$ cat src/rtl/core/fbs_pkg.sv
// ----------------------------------------------------------------------------
// fbs_pkg
// Shared types and constants of the frame bit serializer with NRZ-S coding.
// ----------------------------------------------------------------------------
package fbs_pkg;

  localparam int unsigned PreLenW   = 16;
  localparam int unsigned BlockW    = 10;
  localparam int unsigned SyncPatW  = 32;
  localparam int unsigned FetchW    = 10;
  localparam int unsigned CfgDataW  = 32;
  localparam int unsigned CfgIdxW   = 2;

  localparam logic [CfgIdxW-1:0] CFG_PREAMBLE_LEN = 2'd0;
  localparam logic [CfgIdxW-1:0] CFG_BLOCK_BYTES  = 2'd1;
  localparam logic [CfgIdxW-1:0] CFG_SYNC_PATTERN = 2'd2;

  localparam logic [PreLenW-1:0]  PreLenRst  = 16'd768;
  localparam logic [BlockW-1:0]   BlockRst   = 10'd650;
  localparam logic [SyncPatW-1:0] SyncPatRst = 32'h1acf_fc1d;

  typedef enum logic [1:0] {
    STAGE_PRE  = 2'd0,
    STAGE_SYNC = 2'd1,
    STAGE_DATA = 2'd2
  } stage_e;

  typedef struct packed {
    logic              line_level;
    logic [FetchW-1:0] fetch_index;
    logic              frame_done;
    logic [1:0]        stage_now;
  } res_t;

endpackage

$ cat src/rtl/core/frame_bit_serializer_nrzs.sv
// ----------------------------------------------------------------------------
// frame_bit_serializer_nrzs
// Frame serializer: preamble zeros, sync word MSB first, then coded data
// bytes MSB first, all NRZ-S coded (line level toggles on every zero bit).
// ----------------------------------------------------------------------------
// One item is one bit time and gives one result, one item per clock while
// in_stall_o is low: the frame counters, the sync shift register and the
// line level update in the cycle the item is accepted, and the result goes
// to a two-entry output buffer, so in_stall_o is registered and rises only
// when both entries hold results. While stage_now_o is data, fetch_index_o
// tells which byte to present with the next item; a tick without
// data_present_i in the data stage aborts the frame. Configuration is
// written through cfg_we_i at any time the block is idle.
module frame_bit_serializer_nrzs #(
  parameter int unsigned SYNC_BITS       = 32,
  parameter int unsigned MAX_FRAME_BYTES = 1024
) (
  input  logic                          clk_i,
  input  logic                          rst_ni,
  input  logic                          cfg_we_i,
  input  logic [fbs_pkg::CfgIdxW-1:0]   cfg_idx_i,
  input  logic [fbs_pkg::CfgDataW-1:0]  cfg_data_i,
  input  logic                          in_valid_i,
  output logic                          in_stall_o,
  input  logic                          data_present_i,
  input  logic [7:0]                    data_byte_i,
  output logic                          out_valid_o,
  input  logic                          out_stall_i,
  output logic                          line_level_o,
  output logic [fbs_pkg::FetchW-1:0]    fetch_index_o,
  output logic                          frame_done_o,
  output logic [1:0]                    stage_now_o
);
  import fbs_pkg::*;

  localparam int unsigned CntW  = $clog2(SYNC_BITS + 1);
  localparam int unsigned BpW   = $clog2(MAX_FRAME_BYTES);
  localparam int unsigned CmpW  = (BpW > BlockW) ? BpW : BlockW;
  localparam int unsigned SpW   = (SYNC_BITS > SyncPatW) ? SYNC_BITS : SyncPatW;

  logic [PreLenW-1:0]   pre_len_q;
  logic [BlockW-1:0]    block_bytes_q;
  logic [SyncPatW-1:0]  sync_pat_q;

  stage_e               stage_q, stage_d;
  logic [PreLenW-1:0]   pre_cnt_q, pre_cnt_d;
  logic [SYNC_BITS-1:0] sync_shift_q, sync_shift_d;
  logic [CntW-1:0]      sync_cnt_q, sync_cnt_d;
  logic [2:0]           bit_pos_q, bit_pos_d;
  logic [BpW-1:0]       byte_pos_q, byte_pos_d;
  logic                 level_q, level_d;

  logic                 in_acc;
  logic [PreLenW-1:0]   pre_cnt_inc;
  logic                 pre_hit;
  logic [CntW-1:0]      sync_cnt_inc;
  logic                 sync_hit;
  logic [2:0]           bit_pos_inc;
  logic                 byte_wrap;
  logic [BpW-1:0]       byte_inc;
  logic                 byte_hit;
  logic [SpW-1:0]       sync_pat_ext;
  logic [CmpW-1:0]      byte_pos_ext;
  logic                 line_bit;
  logic                 done;
  res_t                 res;

  res_t                 out_q, skid_q;
  logic                 out_valid_q, skid_valid_q;
  logic                 out_take;

  // configuration
  always_ff @(posedge clk_i or negedge rst_ni) begin
    if (!rst_ni) begin
      pre_len_q     <= PreLenRst;
      block_bytes_q <= BlockRst;
      sync_pat_q    <= SyncPatRst;
    end else if (cfg_we_i) begin
      unique case (cfg_idx_i)
        CFG_PREAMBLE_LEN: pre_len_q     <= cfg_data_i[PreLenW-1:0];
        CFG_BLOCK_BYTES:  block_bytes_q <= cfg_data_i[BlockW-1:0];
        CFG_SYNC_PATTERN: sync_pat_q    <= cfg_data_i[SyncPatW-1:0];
        default: ;
      endcase
    end
  end

  assign in_stall_o = skid_valid_q;
  assign in_acc     = in_valid_i && !skid_valid_q;

  assign pre_cnt_inc  = pre_cnt_q + 1'b1;
  assign pre_hit      = pre_cnt_inc >= pre_len_q;
  assign sync_cnt_inc = sync_cnt_q + 1'b1;
  assign sync_hit     = sync_cnt_inc >= CntW'(SYNC_BITS);
  assign bit_pos_inc  = bit_pos_q + 3'd1;
  assign byte_wrap    = (bit_pos_inc == 3'd0);
  assign byte_inc     = (byte_pos_q == BpW'(MAX_FRAME_BYTES - 1)) ? '0 : byte_pos_q + 1'b1;
  assign byte_hit     = CmpW'(byte_inc) >= CmpW'(block_bytes_q);
  assign sync_pat_ext = SpW'(sync_pat_q);

  // next stage
  always_comb begin
    stage_d = stage_q;
    unique case (stage_q)
      STAGE_PRE: begin
        if (pre_hit) stage_d = STAGE_SYNC;
      end
      STAGE_SYNC: begin
        if (sync_hit) stage_d = STAGE_DATA;
      end
      STAGE_DATA: begin
        if (!data_present_i || (byte_wrap && byte_hit)) stage_d = STAGE_PRE;
      end
      default: stage_d = STAGE_PRE;
    endcase
  end

  // counters and shift register
  always_comb begin
    pre_cnt_d    = pre_cnt_q;
    sync_shift_d = sync_shift_q;
    sync_cnt_d   = sync_cnt_q;
    bit_pos_d    = bit_pos_q;
    byte_pos_d   = byte_pos_q;
    case (stage_q)
      STAGE_PRE: begin
        pre_cnt_d = pre_cnt_inc;
        if (pre_hit) begin
          sync_shift_d = sync_pat_ext[SYNC_BITS-1:0];
          sync_cnt_d   = '0;
        end
      end
      STAGE_SYNC: begin
        sync_shift_d = {sync_shift_q[SYNC_BITS-2:0], 1'b0};
        sync_cnt_d   = sync_cnt_inc;
        if (sync_hit) begin
          bit_pos_d  = '0;
          byte_pos_d = '0;
        end
      end
      STAGE_DATA: begin
        if (data_present_i) begin
          bit_pos_d = bit_pos_inc;
          if (byte_wrap) begin
            byte_pos_d = byte_inc;
            if (byte_hit) pre_cnt_d = '0;
          end
        end else begin
          pre_cnt_d = '0;
        end
      end
      default: pre_cnt_d = '0;
    endcase
  end

  // line bit and result
  always_comb begin
    line_bit = 1'b0;
    done     = 1'b0;
    case (stage_q)
      STAGE_PRE:  line_bit = 1'b0;
      STAGE_SYNC: line_bit = sync_shift_q[SYNC_BITS-1];
      STAGE_DATA: begin
        if (data_present_i) begin
          line_bit = data_byte_i[~bit_pos_q];
          done     = byte_wrap && byte_hit;
        end else begin
          done = 1'b1;
        end
      end
      default: done = 1'b1;
    endcase
    level_d      = level_q ^ ~line_bit;
    byte_pos_ext = CmpW'(byte_pos_d);
    res.line_level  = level_d;
    res.fetch_index = (stage_d == STAGE_DATA) ? byte_pos_ext[FetchW-1:0] : '0;
    res.frame_done  = done;
    res.stage_now   = stage_d;
  end

  always_ff @(posedge clk_i or negedge rst_ni) begin
    if (!rst_ni) begin
      stage_q      <= STAGE_PRE;
      pre_cnt_q    <= '0;
      sync_shift_q <= '0;
      sync_cnt_q   <= '0;
      bit_pos_q    <= '0;
      byte_pos_q   <= '0;
      level_q      <= 1'b0;
    end else if (in_acc) begin
      stage_q      <= stage_d;
      pre_cnt_q    <= pre_cnt_d;
      sync_shift_q <= sync_shift_d;
      sync_cnt_q   <= sync_cnt_d;
      bit_pos_q    <= bit_pos_d;
      byte_pos_q   <= byte_pos_d;
      level_q      <= level_d;
    end
  end

  // output register with skid entry
  assign out_take = out_valid_q && !out_stall_i;

  always_ff @(posedge clk_i or negedge rst_ni) begin
    if (!rst_ni) begin
      out_valid_q  <= 1'b0;
      skid_valid_q <= 1'b0;
    end else begin
      if (skid_valid_q) begin
        if (out_take) skid_valid_q <= 1'b0;
      end else if (in_acc) begin
        if (out_valid_q && !out_take) skid_valid_q <= 1'b1;
        else out_valid_q <= 1'b1;
      end else if (out_take) begin
        out_valid_q <= 1'b0;
      end
    end
  end

  always_ff @(posedge clk_i) begin
    if (skid_valid_q) begin
      if (out_take) out_q <= skid_q;
    end else if (in_acc) begin
      if (out_valid_q && !out_take) skid_q <= res;
      else out_q <= res;
    end
  end

  assign out_valid_o   = out_valid_q;
  assign line_level_o  = out_q.line_level;
  assign fetch_index_o = out_q.fetch_index;
  assign frame_done_o  = out_q.frame_done;
  assign stage_now_o   = out_q.stage_now;

endmodule

$ cat config.mk
export PLATFORM = sky130hd
export DESIGN_NAME = frame_bit_serializer_nrzs
export DESIGN_NICKNAME = d
export VERILOG_FILES = /design/src/rtl/core/fbs_pkg.sv /design/src/rtl/core/frame_bit_serializer_nrzs.sv
export SDC_FILE = /design/constraint.sdc
export NUM_CORES = 1
export LEC_CHECK = 0
export BUFFER_PORTS_ARGS = -buffer_cell sky130_fd_sc_hd__buf_2
export CAP_MARGIN = 20
export CORE_MARGIN = 1.5
export CORE_UTILIZATION = 65
export DETAILED_ROUTE_END_ITERATION = 8
export HOLD_SLACK_MARGIN = 0.08
export PLACE_DENSITY = 0.95
export SLEW_MARGIN = 20
export SYNTH_ARGS = -nofsm -noshare
export SYNTH_HDL_FRONTEND = slang
export SYNTH_SLANG_ARGS = --single-unit
$ cat constraint.sdc
create_clock -name clk_i -period 10.3 [get_ports clk_i]
set_clock_uncertainty 0.05 [all_clocks]
set_input_delay 1.545 -clock clk_i [delete_from_list [all_inputs] [get_ports clk_i]]
set_output_delay 1.545 -clock clk_i [all_outputs]
set_load 0.01 [all_outputs]
==> out/metrics.cfg <==
[setup_path]
crit_path_end_kind=flop
crit_buf_inv=0
crit_fanout=20
crit_path_top_delay_cell=a2111oi_2
critPathTopFamily=simple AND/OR/NAND/NOR gates
cp_num_cells=11
worstPathRequired_ps=10430
worstSetupPathType=flop to flop
slowest_delay_ps=680
worstPathArrival_ps=4560
path_cells=ha_1, nand3_1, nor3_1, nand3_1, xnor2_1, ha_1, nand4_1, o221ai_1, a2111oi_2, o2111ai_4, nor4b_1
regToRegStartpoint=pre_cnt_q[0]
crit_start=pre_cnt_q[0]
critPathLaunchType=flop
reg2reg_depth=11

[pwr]
combPwrFrac=0.347
p_switching_uw=853.3
cellPowerDensity_nw_per_um2=260.7
p_clk_frac=0.270
p_sw_frac=0.3476
p_leak_uw=0.004100
p_int_uw=1601
ir_drop_uv=195.3
pwr-share-seq=0.383

[sta]
drv_slew=0
fin_hold_ws_ps=443.2
tightest_slew_ps=996.1
setup_ws_ps=5873
final.setup.tns_ps=0
setup_violations=0
hold_violations=0
fin_crit_ps=4427
period_share=0.4298
fmax_mhz=225.9
rsz0062_at_grt=no
relSlewSlack=0.3359

[routing]
via_per_inst=6.273
vias=6079
routed_wirelength_um=18900
drc=0
ant_nets=0
wl_per_cell_um=19.50
drtIter0Drc=549
dr.pass1.iters=8

[synthesis]
synth_most_common_cell=mux2_2
synth_edf_count=28
netlist.area_leader.share=0.3142
yosysTopAreaCell=dfrtp_1
synth.distinct_cells=61
yosys_warnings=0
netlist_area_um2=8363
synthTopCellsByCount=mux2_2, dfrtp_1, nand2_1, o21ai_0, inv_1
synth-seq-area-share=0.4933
ys_async_sr_fraction=0.8228
synth_area_leaders=dfrtp_1, mux2_2, edfxtp_1, dfstp_2, ha_1
synth_seq_cells=158
synthCells=738
synthesis.nets=821
avgSynthCellArea_um2=11.33
synth_ff_type=dfrtp_1

[hold_path]
hold_depth=1
hp-class=flop to flop
holdCritStartpoint=level_q

[cts]
h-tree-depth=4
cts_made_buffers=17
cts_root_buffer=clkbuf_16
cts_hold_buf=0
clk_pin_slew_ps=70
clock_latency_ps=440
cts_sinks=158
cts_setup_buffers=0
cts_tree=built
post_cts_resized=0
clock_path_buffers=2

[global_route]
gr-total-overflow=0
grt_use_met2=0.4906
grt_util_met1=0.3615
antenna_found_initial=0
grtUsageMet3=0.07784
grt_max_degree=68
busiest_layer=met2
grt_pass1_wl_um=30040
grt_pass1_vias=5989
track_usage=0.2934

[final_layout]
synthToLayoutAreaGrowth_pct=12.57
diodes=0
multi_input_area_um2=3923
stdcell_count=969
fin_util=0.7490
drive_gt1_frac=0.3338
nFillCells=748
final_nets=867
seqCellArea_um2=4125

[place]
routabilityCongestion=0.8484
hpwl_um=12600
dp_cells=937
post-place-ws_ps=5936
numPortBuffers=63

[floorplan]
row_count=41
start_util=0.6654
dieArea_um2=13560
die_y_um=116.4
dieWidth_um=116.4
core-area_um2=12570
io_pins=64

[run_status]
status=finished clean

[flow_run]
cap_viol_max_count=0

[worst register-to-register path, cell delays in order (launching register included)]
cell	delay, ps
dfrtp_1	430
ha_1	230
nand3_1	80
nor3_1	510
nand3_1	190
xnor2_1	280
ha_1	280
nand4_1	200
o221ai_1	240
a2111oi_2	680
o2111ai_4	440
nor4b_1	560
[path summary, 6_finish.rpt]
kind                                     to  slack (ps)
min reg2reg                         level_q         440
max                               skid_q[4]        5870
min                                 level_q         440
max reg2reg                       skid_q[4]        5870
max in group asynchronous  sync_shift_q[31]        7760
min in group asynchronous     pre_len_q[15]        1140
[per-stage QoR]
| step | total power [µW] | cell area (µm²) |
|---|---|---|
| final | 2455 | 9414 |
| after global placement | 1707 | 8780 |
| after CTS | 2442 | 9403 |
| after global routing | 2573 | 9414 |
| after detailed placement | 1771 | 8783 |
| after floorplan | 1559 | 8363 |
[registers in the layout, summed over array words and instances, names as in the netlist]
name and cells:
out_valid_o 1, stage_q 2, skid_q 14, sync_cnt_q 6, sync_shift_q 32, pre_len_q 16
sync_pat_ext 32, block_bytes_q 10, pre_cnt_q 16, bit_pos_q 3, frame_done_o 1, stage_now_o 2
byte_pos_q 10, fetch_index_o 10, in_stall_o 1, line_level_o 1, level_q 1
[routing by layer]
| layer | wire, µm | share of wire |
|---|---|---|
| met2 | 9649 | 0.51 |
| met4 | 592 | 0.031 |
| met5 | 0 | 0 |
| met1 | 7572 | 0.40 |
| met3 | 1085 | 0.057 |
[power by group through the flow]
stage | Clock, µW | Combinational [µW] | Sequential, µW
finish | 663 | 851 | 940
global route | 692 | 924 | 958
CTS | 666 | 842 | 934
detailed placement | 0 | 830 | 941
global placement | 0 | 780 | 927
floorplan | 0 | 638 | 920
[area by class of cell]
| type | instances | area share |
|---|---|---|
| Sequential cell | 158 | 0.4382 |
| Multi-Input combinational cell | 495 | 0.4167 |
| Clock buffer | 17 | 0.04519 |
| Timing Repair Buffer | 71 | 0.04014 |
| Tap cell | 172 | 0.02286 |
| Clock inverter | 15 | 0.02060 |
| Inverter | 41 | 0.01635 |
[cells by family after synthesis]
group           Yosys count  synth area share
simple gates            177            0.1049
flops                   158            0.4933
compound gates          145            0.1267
mux                     115            0.1568
buf+inv                  85           0.04189
fa+ha+maj                35           0.05236
xor+xnor                 23           0.02409
[cells in the final DEF, fill, tap and decap left out, drive strengths merged, types with 3 or more instances in the layout]
cell type | netlist | final
bufinv | 0 | 3
nor4b | 10 | 10
nor3 | 7 | 7
xor2 | 9 | 9
xnor2 | 14 | 14
nor4 | 4 | 4
and3 | 10 | 10
o21ai | 53 | 53
nand2b | 7 | 7
o31ai | 17 | 17
edfxtp | 28 | 28
or3 | 3 | 3
o41ai | 13 | 13
dfstp | 25 | 25
ha | 35 | 35
mux2 | 108 | 108
nor2b | 3 | 3
a21oi | 21 | 21
a221o | 4 | 4
a21o | 6 | 6
dfrtp | 105 | 105
o21a | 5 | 5
nand4 | 9 | 9
or2 | 3 | 3
buf | 10 | 71
nand2 | 75 | 75
nor2 | 22 | 22
nand3 | 19 | 19
clkinv | 1 | 4
a31oi | 5 | 5
clkbuf | 34 | 17
mux2i | 5 | 5
inv | 40 | 49
(Power assumes the default switching activity.)
